==> src/rtl/ras_pkg.sv <==
// ----------------------------------------------------------------------------
// ras_pkg
// Shared widths, register indexes, op codes and sequencer states of the ring
// all-reduce schedule generator.
// ----------------------------------------------------------------------------
package ras_pkg;

	localparam int unsigned RAS_MAX_RANKS = 64;

	localparam int unsigned RC_W      = 7;
	localparam int unsigned OWN_W     = 6;
	localparam int unsigned BYTES_W   = 40;
	localparam int unsigned EB_W      = 4;
	localparam int unsigned STEP_W    = 6;
	localparam int unsigned IDX_W     = 8;
	localparam int unsigned KIND_W    = 2;
	localparam int unsigned PEER_W    = 6;
	localparam int unsigned CFG_IDX_W = 2;

	localparam logic [RC_W-1:0]  RC_RESET  = 7'd2;
	localparam logic [OWN_W-1:0] OWN_RESET = 6'd0;
	localparam logic [EB_W-1:0]  EB_RESET  = 4'd4;

	localparam logic [CFG_IDX_W-1:0] REG_RANK_COUNT    = 2'd0;
	localparam logic [CFG_IDX_W-1:0] REG_OWN_RANK      = 2'd1;
	localparam logic [CFG_IDX_W-1:0] REG_BUFFER_BYTES  = 2'd2;
	localparam logic [CFG_IDX_W-1:0] REG_ELEMENT_BYTES = 2'd3;

	typedef enum logic [KIND_W-1:0] {
		OP_SEND        = 2'd0,
		OP_RECV_REDUCE = 2'd1,
		OP_RECV        = 2'd2
	} op_kind_t;

	typedef enum logic [3:0] {
		ST_IDLE,
		ST_DIV_ELEM,
		ST_DIV_RANK,
		ST_DIV_OWN,
		ST_OWNER,
		ST_SEND_MUL,
		ST_SEND_OUT,
		ST_RECV_MUL,
		ST_RECV_OUT
	} state_t;

endpackage

==> src/rtl/ras_in_if.sv <==
// ----------------------------------------------------------------------------
// ras_in_if
// Step channel: one ring step per transfer.
// ----------------------------------------------------------------------------
interface ras_in_if;
	import ras_pkg::*;

	logic              valid;
	logic              ready;
	logic              new_plan;
	logic              phase;
	logic [STEP_W-1:0] ring_step;

	modport source (output valid, output new_plan, output phase, output ring_step,
		input ready);
	modport sink (input valid, input new_plan, input phase, input ring_step,
		output ready);

endinterface

==> src/rtl/ras_out_if.sv <==
// ----------------------------------------------------------------------------
// ras_out_if
// Op channel: one planned send or receive per transfer.
// ----------------------------------------------------------------------------
interface ras_out_if;
	import ras_pkg::*;

	logic               valid;
	logic               ready;
	logic [KIND_W-1:0]  op_kind;
	logic [IDX_W-1:0]   op_index;
	logic [BYTES_W-1:0] shard_bytes;
	logic [BYTES_W-1:0] shard_offset;
	logic [PEER_W-1:0]  peer_rank;
	logic               has_dependency;
	logic [IDX_W-1:0]   dependency_index;
	logic               last_of_run;

	modport source (output valid, output op_kind, output op_index, output shard_bytes,
		output shard_offset, output peer_rank, output has_dependency,
		output dependency_index, output last_of_run, input ready);
	modport sink (input valid, input op_kind, input op_index, input shard_bytes,
		input shard_offset, input peer_rank, input has_dependency,
		input dependency_index, input last_of_run, output ready);

endinterface

==> src/rtl/ras_ram.sv <==
// ----------------------------------------------------------------------------
// ras_ram
// Generic single-write, single-read RAM with registered read data.
// ----------------------------------------------------------------------------
module ras_ram #(
	parameter int unsigned WIDTH = 8,
	parameter int unsigned DEPTH = 64
) (
	input  logic                     clk,
	input  logic                     we,
	input  logic [$clog2(DEPTH)-1:0] waddr,
	input  logic [WIDTH-1:0]         wdata,
	input  logic [$clog2(DEPTH)-1:0] raddr,
	output logic [WIDTH-1:0]         rdata
);

	logic [WIDTH-1:0] mem_q [DEPTH];

	always_ff @(posedge clk) begin
		if (we) begin
			mem_q[waddr] <= wdata;
		end
		rdata <= mem_q[raddr];
	end

endmodule

==> src/rtl/ras_div.sv <==
// ----------------------------------------------------------------------------
// ras_div
// Bit-serial restoring divider: one quotient bit per cycle.
// ----------------------------------------------------------------------------
module ras_div #(
	parameter int unsigned DW = 40,
	parameter int unsigned VW = 7
) (
	input  logic          clk,
	input  logic          arst_n,
	input  logic          load,
	input  logic [DW-1:0] dividend,
	input  logic [VW-1:0] divisor,
	output logic          busy,
	output logic [DW-1:0] quotient,
	output logic [VW-1:0] remainder
);

	localparam int unsigned CW = $clog2(DW + 1);

	logic [CW-1:0] cnt_q;
	logic [DW-1:0] quo_q;
	logic [VW-1:0] rem_q;
	logic [VW-1:0] dvs_q;
	logic [VW:0]   shifted;
	logic [VW:0]   diff;
	logic          fits;

	assign shifted   = {rem_q, quo_q[DW-1]};
	assign diff      = shifted - {1'b0, dvs_q};
	assign fits      = !diff[VW];
	assign busy      = (cnt_q != '0);
	assign quotient  = quo_q;
	assign remainder = rem_q;

	always_ff @(posedge clk or negedge arst_n) begin
		if (!arst_n) begin
			cnt_q <= '0;
		end else if (load) begin
			cnt_q <= CW'(DW);
		end else if (busy) begin
			cnt_q <= cnt_q - CW'(1);
		end
	end

	always_ff @(posedge clk) begin
		if (load) begin
			quo_q <= dividend;
			rem_q <= '0;
			dvs_q <= divisor;
		end else if (busy) begin
			quo_q <= {quo_q[DW-2:0], fits};
			rem_q <= fits ? diff[VW-1:0] : shifted[VW-1:0];
		end
	end

endmodule

==> src/rtl/ring_allreduce_schedule.sv <==
// ----------------------------------------------------------------------------
// ring_allreduce_schedule
// Ring all-reduce op planner for one rank: per ring step, a send to the next
// rank and a receive from the previous one, over balanced shards.
// ----------------------------------------------------------------------------
// Each accepted step, while the shard geometry is current, runs through accept,
// owner resolution, then a multiply state and an issue state for the send and
// again for the receive; an issue state holds while the previous op is still
// waiting on the output register. The first step after any register write also
// recomputes the geometry through the shared bit-serial divider, three divisions
// (elements, shard base and remainder, own rank modulo the ring size). The step
// channel is ready only between steps; the last op of a step may still wait at
// the output. A step whose index plus one reaches the ring size issues no op.
// ----------------------------------------------------------------------------
module ring_allreduce_schedule #(
	parameter int unsigned MAX_RANKS = ras_pkg::RAS_MAX_RANKS
) (
	input  logic                            clk,
	input  logic                            arst_n,
	input  logic                            cfg_we,
	input  logic [ras_pkg::CFG_IDX_W-1:0]   cfg_idx,
	input  logic [ras_pkg::BYTES_W-1:0]     cfg_wdata,
	ras_in_if.sink                          step_in,
	ras_out_if.source                       op_out
);
	import ras_pkg::*;

	localparam int unsigned NW = $clog2(MAX_RANKS + 1);
	localparam int unsigned RW = $clog2(MAX_RANKS);
	localparam int unsigned VW = (NW > EB_W) ? NW : EB_W;
	localparam int unsigned MW = (RW > EB_W) ? RW : EB_W;
	localparam int unsigned TW = NW + 1;

	logic [RC_W-1:0]    rank_count_q;
	logic [OWN_W-1:0]   own_rank_q;
	logic [BYTES_W-1:0] buf_bytes_q;
	logic [EB_W-1:0]    elem_bytes_q;
	logic [NW-1:0]      n_eff;
	logic [EB_W-1:0]    eb_eff;
	logic               geom_dirty_q;

	state_t state_q, state_d;

	logic               phase_q;
	logic [STEP_W-1:0]  step_q;
	logic [BYTES_W-1:0] base_q;
	logic [RW-1:0]      extra_q;
	logic [RW-1:0]      r_q;
	logic [BYTES_W-1:0] sz_lo_q;
	logic [RW-1:0]      send_own_q;
	logic [RW-1:0]      recv_own_q;
	logic [IDX_W-1:0]   op_cnt_q;
	logic [MAX_RANKS-1:0] vld_q;

	logic               accept;
	logic               div_load;
	logic [BYTES_W-1:0] div_dvd;
	logic [VW-1:0]      div_dvs;
	logic               div_busy;
	logic [BYTES_W-1:0] div_quo;
	logic [VW-1:0]      div_rem;
	logic               cap_base;
	logic               cap_r;
	logic               cap_owner;
	logic               load_send;
	logic               load_recv;
	logic               load_out;
	logic               ram_we;
	logic [IDX_W-1:0]   ram_rdata;

	logic [BYTES_W-1:0]      mul_a;
	logic [MW-1:0]           mul_b;
	logic [BYTES_W+MW-1:0]   mul_full;
	logic [BYTES_W-1:0]      mul_prod_q;
	logic [RW-1:0]           sml_min;
	logic [RW+EB_W-1:0]      sml_full;
	logic [RW+EB_W-1:0]      sml_prod_q;

	logic [RW-1:0]      nm1;
	logic [TW-1:0]      t_sum;
	logic [RW-1:0]      send0;
	logic [RW-1:0]      send1;
	logic [RW-1:0]      recv0;
	logic               late;
	logic [RW-1:0]      next_rank;
	logic [RW-1:0]      prev_rank;
	logic [RW-1:0]      send_min;
	logic [RW-1:0]      recv_min;
	logic [BYTES_W-1:0] send_size;
	logic [BYTES_W-1:0] recv_size;
	logic [BYTES_W-1:0] cur_off;
	logic               send_nz;
	logic               recv_nz;
	logic               slot_free;

	logic               out_valid_q;
	op_kind_t           o_kind_q;
	logic [IDX_W-1:0]   o_index_q;
	logic [BYTES_W-1:0] o_bytes_q;
	logic [BYTES_W-1:0] o_off_q;
	logic [PEER_W-1:0]  o_peer_q;
	logic               o_dep_q;
	logic [IDX_W-1:0]   o_dep_idx_q;
	logic               o_last_q;

	// configuration
	always_ff @(posedge clk or negedge arst_n) begin
		if (!arst_n) begin
			rank_count_q <= RC_RESET;
			own_rank_q   <= OWN_RESET;
			buf_bytes_q  <= '0;
			elem_bytes_q <= EB_RESET;
		end else if (cfg_we) begin
			case (cfg_idx)
				REG_RANK_COUNT:    rank_count_q <= cfg_wdata[RC_W-1:0];
				REG_OWN_RANK:      own_rank_q   <= cfg_wdata[OWN_W-1:0];
				REG_BUFFER_BYTES:  buf_bytes_q  <= cfg_wdata;
				REG_ELEMENT_BYTES: elem_bytes_q <= cfg_wdata[EB_W-1:0];
				default: ;
			endcase
		end
	end

	always_comb begin
		if (rank_count_q < RC_W'(2)) begin
			n_eff = NW'(2);
		end else if (32'(rank_count_q) > MAX_RANKS) begin
			n_eff = NW'(MAX_RANKS);
		end else begin
			n_eff = NW'(rank_count_q);
		end
	end

	assign eb_eff = (elem_bytes_q == '0) ? EB_W'(1) : elem_bytes_q;

	// shared divider
	ras_div #(
		.DW(BYTES_W),
		.VW(VW)
	) u_div (
		.clk       (clk),
		.arst_n    (arst_n),
		.load      (div_load),
		.dividend  (div_dvd),
		.divisor   (div_dvs),
		.busy      (div_busy),
		.quotient  (div_quo),
		.remainder (div_rem)
	);

	// last-receive index table
	ras_ram #(
		.WIDTH(IDX_W),
		.DEPTH(MAX_RANKS)
	) u_idx_ram (
		.clk   (clk),
		.we    (ram_we),
		.waddr (recv_own_q),
		.wdata (op_cnt_q),
		.raddr (send_own_q),
		.rdata (ram_rdata)
	);

	// owner resolution
	assign nm1       = RW'(n_eff - NW'(1));
	assign t_sum     = TW'(r_q) + TW'(n_eff) - TW'(step_q);
	assign send0     = (t_sum >= TW'(n_eff)) ? RW'(t_sum - TW'(n_eff)) : RW'(t_sum);
	assign send1     = (send0 == nm1) ? '0 : send0 + RW'(1);
	assign recv0     = (send0 == '0) ? nm1 : send0 - RW'(1);
	assign late      = (32'(step_q) + 32'd1) >= 32'(n_eff);
	assign next_rank = (r_q == nm1) ? '0 : r_q + RW'(1);
	assign prev_rank = (r_q == '0) ? nm1 : r_q - RW'(1);

	// shard geometry
	assign send_min  = (send_own_q < extra_q) ? send_own_q : extra_q;
	assign recv_min  = (recv_own_q < extra_q) ? recv_own_q : extra_q;
	assign send_size = (send_own_q < extra_q) ? sz_lo_q + BYTES_W'(eb_eff) : sz_lo_q;
	assign recv_size = (recv_own_q < extra_q) ? sz_lo_q + BYTES_W'(eb_eff) : sz_lo_q;
	assign cur_off   = mul_prod_q + BYTES_W'(sml_prod_q);
	assign send_nz   = (send_size != '0);
	assign recv_nz   = (sz_lo_q != '0) || (recv_own_q < extra_q);
	assign slot_free = !out_valid_q || op_out.ready;

	assign mul_full = {{MW{1'b0}}, mul_a} * {{BYTES_W{1'b0}}, mul_b};
	assign sml_full = {{EB_W{1'b0}}, sml_min} * {{RW{1'b0}}, eb_eff};

	always_ff @(posedge clk) begin
		mul_prod_q <= mul_full[BYTES_W-1:0];
		sml_prod_q <= sml_full;
	end

	// next state
	always_comb begin
		state_d = state_q;
		case (state_q)
			ST_IDLE: begin
				if (accept) begin
					state_d = geom_dirty_q ? ST_DIV_ELEM : ST_OWNER;
				end
			end
			ST_DIV_ELEM: begin
				if (!div_busy) begin
					state_d = ST_DIV_RANK;
				end
			end
			ST_DIV_RANK: begin
				if (!div_busy) begin
					state_d = ST_DIV_OWN;
				end
			end
			ST_DIV_OWN: begin
				if (!div_busy) begin
					state_d = ST_OWNER;
				end
			end
			ST_OWNER:    state_d = late ? ST_IDLE : ST_SEND_MUL;
			ST_SEND_MUL: state_d = ST_SEND_OUT;
			ST_SEND_OUT: begin
				if (!send_nz || slot_free) begin
					state_d = ST_RECV_MUL;
				end
			end
			ST_RECV_MUL: state_d = ST_RECV_OUT;
			ST_RECV_OUT: begin
				if (!recv_nz || slot_free) begin
					state_d = ST_IDLE;
				end
			end
			default: state_d = ST_IDLE;
		endcase
	end

	// sequencer outputs
	always_comb begin
		accept    = 1'b0;
		div_load  = 1'b0;
		div_dvd   = buf_bytes_q;
		div_dvs   = VW'(eb_eff);
		cap_base  = 1'b0;
		cap_r     = 1'b0;
		cap_owner = 1'b0;
		load_send = 1'b0;
		load_recv = 1'b0;
		ram_we    = 1'b0;
		mul_a     = base_q;
		mul_b     = MW'(eb_eff);
		sml_min   = send_min;
		case (state_q)
			ST_IDLE: begin
				accept   = step_in.valid;
				div_load = step_in.valid && geom_dirty_q;
			end
			ST_DIV_ELEM: begin
				div_load = !div_busy;
				div_dvd  = div_quo;
				div_dvs  = VW'(n_eff);
			end
			ST_DIV_RANK: begin
				div_load = !div_busy;
				cap_base = !div_busy;
				div_dvd  = BYTES_W'(own_rank_q);
				div_dvs  = VW'(n_eff);
			end
			ST_DIV_OWN: begin
				cap_r = !div_busy;
			end
			ST_OWNER: begin
				cap_owner = 1'b1;
			end
			ST_SEND_MUL, ST_SEND_OUT: begin
				mul_a     = sz_lo_q;
				mul_b     = MW'(send_own_q);
				sml_min   = send_min;
				load_send = (state_q == ST_SEND_OUT) && send_nz && slot_free;
			end
			ST_RECV_MUL, ST_RECV_OUT: begin
				mul_a     = sz_lo_q;
				mul_b     = MW'(recv_own_q);
				sml_min   = recv_min;
				load_recv = (state_q == ST_RECV_OUT) && recv_nz && slot_free;
				ram_we    = load_recv;
			end
			default: ;
		endcase
	end

	assign load_out      = load_send || load_recv;
	assign step_in.ready = (state_q == ST_IDLE);

	always_ff @(posedge clk or negedge arst_n) begin
		if (!arst_n) begin
			state_q      <= ST_IDLE;
			geom_dirty_q <= 1'b1;
			op_cnt_q     <= '0;
			vld_q        <= '0;
			out_valid_q  <= 1'b0;
		end else begin
			state_q <= state_d;
			if (cfg_we) begin
				geom_dirty_q <= 1'b1;
			end else if (cap_r) begin
				geom_dirty_q <= 1'b0;
			end
			if (accept && step_in.new_plan) begin
				op_cnt_q <= '0;
				vld_q    <= '0;
			end else begin
				if (load_out) begin
					op_cnt_q <= op_cnt_q + IDX_W'(1);
				end
				if (ram_we) begin
					vld_q[recv_own_q] <= 1'b1;
				end
			end
			if (load_out) begin
				out_valid_q <= 1'b1;
			end else if (op_out.ready) begin
				out_valid_q <= 1'b0;
			end
		end
	end

	always_ff @(posedge clk) begin
		if (accept) begin
			phase_q <= step_in.phase;
			step_q  <= step_in.ring_step;
		end
		if (cap_base) begin
			base_q  <= div_quo;
			extra_q <= RW'(div_rem);
		end
		if (cap_r) begin
			r_q <= RW'(div_rem);
		end
		if (cap_owner) begin
			sz_lo_q    <= mul_prod_q;
			send_own_q <= phase_q ? send1 : send0;
			recv_own_q <= phase_q ? send0 : recv0;
		end
		if (load_send) begin
			o_kind_q    <= OP_SEND;
			o_index_q   <= op_cnt_q;
			o_bytes_q   <= send_size;
			o_off_q     <= cur_off;
			o_peer_q    <= PEER_W'(next_rank);
			o_dep_q     <= vld_q[send_own_q];
			o_dep_idx_q <= vld_q[send_own_q] ? ram_rdata : '0;
			o_last_q    <= !recv_nz;
		end else if (load_recv) begin
			o_kind_q    <= phase_q ? OP_RECV : OP_RECV_REDUCE;
			o_index_q   <= op_cnt_q;
			o_bytes_q   <= recv_size;
			o_off_q     <= cur_off;
			o_peer_q    <= PEER_W'(prev_rank);
			o_dep_q     <= 1'b0;
			o_dep_idx_q <= '0;
			o_last_q    <= 1'b1;
		end
	end

	assign op_out.valid            = out_valid_q;
	assign op_out.op_kind          = o_kind_q;
	assign op_out.op_index         = o_index_q;
	assign op_out.shard_bytes      = o_bytes_q;
	assign op_out.shard_offset     = o_off_q;
	assign op_out.peer_rank        = o_peer_q;
	assign op_out.has_dependency   = o_dep_q;
	assign op_out.dependency_index = o_dep_idx_q;
	assign op_out.last_of_run      = o_last_q;

`ifndef SYNTHESIS
	a_busy_after_transfer: assert property (@(posedge clk) disable iff (!arst_n)
		step_in.valid && step_in.ready |=> !step_in.ready)
		else $error("step channel ready straight after a transfer");

	a_div_load_idle: assert property (@(posedge clk) disable iff (!arst_n)
		div_load |-> !div_busy)
		else $error("divider loaded while busy");

	a_counter_advance: assert property (@(posedge clk) disable iff (!arst_n)
		load_out |=> op_cnt_q == IDX_W'($past(op_cnt_q) + IDX_W'(1)))
		else $error("op counter did not advance with an issued op");

	a_table_mark: assert property (@(posedge clk) disable iff (!arst_n)
		ram_we |=> vld_q[$past(recv_own_q)])
		else $error("recorded receive not marked valid");

	a_no_overwrite: assert property (@(posedge clk) disable iff (!arst_n)
		op_out.valid && !op_out.ready |-> !load_out)
		else $error("pending op overwritten");
`endif

endmodule
==> src/flat_wrapper.sv <==
// flat-port wrapper written by rule: the top's interface ports become plain ports
module ring_allreduce_schedule_flat import ras_pkg::*;
#(
	parameter int unsigned MAX_RANKS = ras_pkg::RAS_MAX_RANKS
)
  (clk, arst_n, cfg_we, cfg_idx, cfg_wdata, step_in_valid, step_in_new_plan, step_in_phase, step_in_ring_step, step_in_ready, op_out_valid, op_out_op_kind, op_out_op_index, op_out_shard_bytes, op_out_shard_offset, op_out_peer_rank, op_out_has_dependency, op_out_dependency_index, op_out_last_of_run, op_out_ready);
  ras_in_if step_in_i ();
  ras_out_if op_out_i ();
  input  logic clk;
  input  logic arst_n;
  input  logic cfg_we;
  input  logic [ras_pkg::CFG_IDX_W-1:0] cfg_idx;
  input  logic [ras_pkg::BYTES_W-1:0] cfg_wdata;
  input wire logic [$bits(step_in_i.valid)-1:0] step_in_valid;
  input wire logic [$bits(step_in_i.new_plan)-1:0] step_in_new_plan;
  input wire logic [$bits(step_in_i.phase)-1:0] step_in_phase;
  input wire logic [$bits(step_in_i.ring_step)-1:0] step_in_ring_step;
  output wire logic [$bits(step_in_i.ready)-1:0] step_in_ready;
  output wire logic [$bits(op_out_i.valid)-1:0] op_out_valid;
  output wire logic [$bits(op_out_i.op_kind)-1:0] op_out_op_kind;
  output wire logic [$bits(op_out_i.op_index)-1:0] op_out_op_index;
  output wire logic [$bits(op_out_i.shard_bytes)-1:0] op_out_shard_bytes;
  output wire logic [$bits(op_out_i.shard_offset)-1:0] op_out_shard_offset;
  output wire logic [$bits(op_out_i.peer_rank)-1:0] op_out_peer_rank;
  output wire logic [$bits(op_out_i.has_dependency)-1:0] op_out_has_dependency;
  output wire logic [$bits(op_out_i.dependency_index)-1:0] op_out_dependency_index;
  output wire logic [$bits(op_out_i.last_of_run)-1:0] op_out_last_of_run;
  input wire logic [$bits(op_out_i.ready)-1:0] op_out_ready;
  assign step_in_i.valid = step_in_valid;
  assign step_in_i.new_plan = step_in_new_plan;
  assign step_in_i.phase = step_in_phase;
  assign step_in_i.ring_step = step_in_ring_step;
  assign step_in_ready = step_in_i.ready;
  assign op_out_valid = op_out_i.valid;
  assign op_out_op_kind = op_out_i.op_kind;
  assign op_out_op_index = op_out_i.op_index;
  assign op_out_shard_bytes = op_out_i.shard_bytes;
  assign op_out_shard_offset = op_out_i.shard_offset;
  assign op_out_peer_rank = op_out_i.peer_rank;
  assign op_out_has_dependency = op_out_i.has_dependency;
  assign op_out_dependency_index = op_out_i.dependency_index;
  assign op_out_last_of_run = op_out_i.last_of_run;
  assign op_out_i.ready = op_out_ready;
  ring_allreduce_schedule #(.MAX_RANKS(MAX_RANKS)) u_core (.clk(clk), .arst_n(arst_n), .cfg_we(cfg_we), .cfg_idx(cfg_idx), .cfg_wdata(cfg_wdata), .step_in(step_in_i), .op_out(op_out_i));
endmodule
==> config.mk <==
export PLATFORM = sky130hd
export DESIGN_NAME = ring_allreduce_schedule_flat
export DESIGN_NICKNAME = d
export VERILOG_FILES = /design/src/rtl/ras_pkg.sv /design/src/rtl/ras_in_if.sv /design/src/rtl/ras_out_if.sv /design/src/rtl/ras_ram.sv /design/src/rtl/ras_div.sv /design/src/rtl/ring_allreduce_schedule.sv /design/src/flat_wrapper.sv
export SDC_FILE = /design/constraint.sdc
export NUM_CORES = 2
export LEC_CHECK = 0
export BUFFER_PORTS_ARGS = -buffer_cell sky130_fd_sc_hd__buf_2
export CORE_MARGIN = 1
export CORE_UTILIZATION = 40
export CTS_CLUSTER_DIAMETER = 120
export CTS_CLUSTER_SIZE = 14
export DETAILED_ROUTE_END_ITERATION = 7
export MAX_ROUTING_LAYER = met4
export REMOVE_ABC_BUFFERS = 1
export SLEW_MARGIN = 25
export SYNTH_ARGS = -nofsm -noshare
export SYNTH_HDL_FRONTEND = slang
export SYNTH_SLANG_ARGS = --single-unit
==> constraint.sdc <==
create_clock -name clk -period 11.75 [get_ports clk]
set_input_delay 1.175 -clock clk [delete_from_list [all_inputs] [get_ports clk]]
set_output_delay 1.175 -clock clk [all_outputs]
set_load 0.005 [all_outputs]
==> out/results.txt <==
The flow ran to the end, and the final reports show no timing, DRC or antenna violations. The cell at the slowest stage of the critical path was sky130_fd_sc_hd__nor2_1. Together, buffers and inverters on the worst path number 4.

Total count of max-transition violations in the final report: 0. The synthesized netlist devotes 9.597% of its cell area to simple gates. The worst setup path is of the reg -> reg kind. The reg-to-reg critical path startpoint was u_core.state_q[0].

The part of the total power dissipated in the clock network was 19.3%; the total setup violations reported at the end of the flow was 0. Counting flops and latches in the post-synthesis netlist gives 982. In this run the cell area measured after placement is 51260 um^2.

The worst hold path belongs to the class in -> async. Before antenna repair, the detailed router went through 6 iterations. The worst setup path is captured at a flip-flop.

The clock passes through at most 3 buffers. The number of maximum-capacitance violations is 0, and the compound-gate portion of the synthesized area is 4.791%. The storage element area came out at 28130 um^2. The leading register cell type out of synthesis was sky130_fd_sc_hd__edfxtp_1. The tools report the final total negative setup slack as 0 ps. The initial utilization of the core area, before any placement, comes to 40.44%. The violation count after the first detailed-routing iteration was 2897; the via count of the first global-routing pass was 28420. For this run, design rule violations remaining after detail routing come to 0.

The net count of the finished layout is 3971. The actual transition at the worst max-transition pin is 1109 ps. The logs give 423.1 ps for the minimum hold slack and 0 for the number of hold violations in the final report. The first global-routing pass estimated 184400 um of wire. In the global route stage, met3 resource usage came out at 4.814%. In the global route stage, met1 resource usage came out at 29.96%. Entering global routing, the biggest net connects 98 pins. The dominant combinational cell family by area after synthesis was multiplexers. The tree is rooted in a sky130_fd_sc_hd__clkbuf_16. Sequential cells burn 34.4% of the power. The finished cells cover 53730 um^2.

The power density normalized to cell area works out to 250.1 nW/um^2. Yosys instantiated no cell more often than sky130_fd_sc_hd__edfxtp_1. Global routing finished with a remaining overflow of 0. Yosys mapped a number of flops with a built-in enable equal to 774. In this run the power spent charging and discharging nets is 0.005232 W.

At the worst endpoint, the arrival time is 7930 ps. Summing the areas of all fa, ha and maj instances in the mapped netlist gives 9.540% of the synthesized area. The logs give 10850 for the layout filler cell count and 0.01344 W for the total power after layout. Of the total synthesized cell area, the portion taken by XOR and XNOR cells is 3.297%. In the global route stage, overall resource usage came out at 20.88%. The switching portion of total power came out at 38.93%.

The remaining number of nets flagged by the antenna check after routing was 0. Clock latency at the later pin of the worst-skew pair: 710 ps. From synthesis to final layout, the design area changed by 10.61%. In this run the most used layer during global routing was met1. For this run, the number of Yosys warnings is 0.

The number of clock buffers added by TritonCTS is 80. Summed over all instances, the cell type with the most area after synthesis is sky130_fd_sc_hd__edfxtp_1. Data on the critical path is required at its endpoint by 12350 ps. The tools report the area of the die as 122800 um^2. TritonCTS built the clock tree. Tracing the worst setup path back leads to its startpoint at u_core.state_q[0]. Static timing analysis puts the maximum clock frequency at 136.5 MHz. After floorplanning, the core was sized to cover 120100 um^2.

The per-cell via count in the routed design is 5.445. The mean instance size in the synthesized netlist came out at 13.85 um^2. The tools report the post-cts sizing count as 0. Counting flops with an async set or reset pin after synthesis yields a share of 14.36%. In this run the count of I/O pins placed on the die edge is 163. Detailed placement finished with a half-perimeter wire length of 85310 um. For the share of total power in combinational logic, the log shows 46.2%. Of the post-synthesis cell area, the dominant cell type holds 47.85%. The netlist uses 84 different library cells. Of the cells placed in the final design, the portion with a size suffix greater than 1 is 17.26%. The clock net in this run drives a total of 982 sinks. In the final routed layout, each cell accounts on average for 23.42 um. The tools report the final estimated routing congestion in global placement as 0.9213.

The run gives 14 as the number of antenna violations at the first check in global routing. In this run the tightest slew margin relative to its limit is 25.26%. The post-CTS setup-driven buffer insertion count is 0, and the highest fanout seen on the critical path is 55. Summed over all cells, the static leakage comes to 21.05 nW. For met2 alone, demand over resource in global routing was 29.62%.

The period utilization works out to 62.37%. The die height works out to 350.5 um. The share of the Yosys chip area taken by registers is 57.88%.

For the maximum ir drop on the vdd rail, the log shows 0.0001773 V. The count of input and output buffers works out to 162. Across all layers, the routed design uses 29010 vias.

The H-tree depth reported by CTS is 3. The largest delay contributor family on the critical path is compound AO/OA/AOI/OAI gates. The number of cells produced by synthesis is 3508, and the post-cts hold buffer count is 0.

The run gives 19040 um^2 as the area taken by multi-input logic gates. After clock tree synthesis, the clock-pin slew on the worst setup and hold paths is 70 ps. The clock arrives with 56.07 ps of skew. For this run, the slowest stage of the critical path takes 600 ps.

Summing every instance area after synthesis gives 48580 um^2. The floorplan has 127 rows. For this block, the routed nets add up to 124700 um of wire. After layout, the minimum clock period comes to 7328 ps. Ranked by instance count, the synthesized netlist is headed by 774 x sky130_fd_sc_hd__edfxtp_1, 354 x sky130_fd_sc_hd__nor2_1, 268 x sky130_fd_sc_hd__nand2_1, 230 x sky130_fd_sc_hd__inv_1, 189 x sky130_fd_sc_hd__mux4_2. The worst setup path is launched from a flip-flop. By area the synthesized netlist is led by sky130_fd_sc_hd__edfxtp_1 48%, sky130_fd_sc_hd__mux4_2 8.8%, sky130_fd_sc_hd__dfrtp_1 7.1%. Cell internal power was estimated by the tool at 0.008206 W. Setup repair after global routing left no endpoint under its margin. After synthesis, the share of cell area in mux cells is 11.79%. The die is 350.5 um wide.
## cell families after synthesis
logic type	after synthesis
AO/OA/AOI/OAI	348
multiplexers	326
flip-flops	982
buffers and inverters	393
adder cells (fa/ha/maj)	275
AND/OR/NAND/NOR	1002
XOR/XNOR	182
## worst paths after layout
check                                    endpoint  slack, ps  cells past startpoint
hold reg to reg                 u_core.sz_lo_q[7]        420                      0
min in group clk                u_core.sz_lo_q[7]        420                      0
max in group asynchronous         u_core.vld_q[3]       9580                      3
setup reg to reg            u_core.mul_prod_q[38]       4420                     25
setup / recovery            u_core.mul_prod_q[38]       4420                     25
hold / removal             u_core.rank_count_q[6]        420                      1
## power groups by stage
stage | Clock [W] | Combinational (W) | Sequential, W
5_1_grt | 0.00278 | 0.00701 | 0.00466
3_3_place_gp | 0 | 0.00611 | 0.00469
6_report | 0.00260 | 0.00621 | 0.00463
4_1_cts | 0.00266 | 0.00621 | 0.00463
3_5_place_dp | 0 | 0.00617 | 0.00470
2_1_floorplan | 0 | 0.00455 | 0.00467
## layer usage
layer | routed length [um] | share of wire, % | vias to the layer above
li1 | - | - | 13030
met1 | 57200 | 46 | 14760
met2 | 54360 | 44 | 1046
met3 | 10100 | 8.1 | 178
met4 | 3076 | 2.5 | 0
met5 | 0 | 0 | -
## cell type report
class,count,area share (%)
antenna,7,0.03260
sequential,982,52.35
tap,1612,3.754
multi-input combinational,2133,35.44
clock buffer,140,4.171
inverter,233,1.632
timing repair buffer,211,2.252
clock inverter,9,0.3679
## registers in the layout (all words and copies together) (netlist names), 7 cells and up
register and count:
u_core.u_idx_ram.mem_q 512, u_core.vld_q 64, u_core.base_q 40, u_core.buf_bytes_q 40, u_core.mul_prod_q 40, u_core.op_out.shard_bytes 40, u_core.op_out.shard_offset 40, u_core.sz_lo_q 40
u_core.u_div.quotient 40, u_core.sml_prod_q 10, u_core.op_cnt_q 8, u_core.op_out.dependency_index 8, u_core.op_out.op_index 8, u_core.u_idx_ram.rdata 8, u_core.rank_count_q 7, u_core.u_div.dvs_q 7
u_core.u_div.remainder 7
## per-stage QoR
stage          instances  setup slack (ps)  util [%]
3_3_place_gp        5171              4660     42.67
3_5_place_dp        5171              4556     42.67
6_report            5327              4422     44.73
5_1_grt             5327              4064     44.73
2_1_floorplan       3348            -272.9         -
4_1_cts             5320              4491     44.70
## cell usage in the layout (no fill, tap or decap), types with 56 or more instances in the layout
| cell type | instances |
|---|---|
| sky130_fd_sc_hd__a21oi_1 | 79 |
| sky130_fd_sc_hd__buf_2 | 161 |
| sky130_fd_sc_hd__clkbuf_1 | 58 |
| sky130_fd_sc_hd__clkbuf_16 | 80 |
| sky130_fd_sc_hd__dfrtp_1 | 130 |
| sky130_fd_sc_hd__dfxtp_1 | 67 |
| sky130_fd_sc_hd__edfxtp_1 | 774 |
| sky130_fd_sc_hd__fa_1 | 159 |
| sky130_fd_sc_hd__ha_1 | 116 |
| sky130_fd_sc_hd__inv_1 | 228 |
| sky130_fd_sc_hd__mux2_2 | 79 |
| sky130_fd_sc_hd__mux2i_1 | 56 |
| sky130_fd_sc_hd__mux4_2 | 189 |
| sky130_fd_sc_hd__nand2_1 | 267 |
| sky130_fd_sc_hd__nand3_1 | 98 |
| sky130_fd_sc_hd__nor2_1 | 350 |
| sky130_fd_sc_hd__xnor2_1 | 128 |
Power figures use the tool's default switching activity.
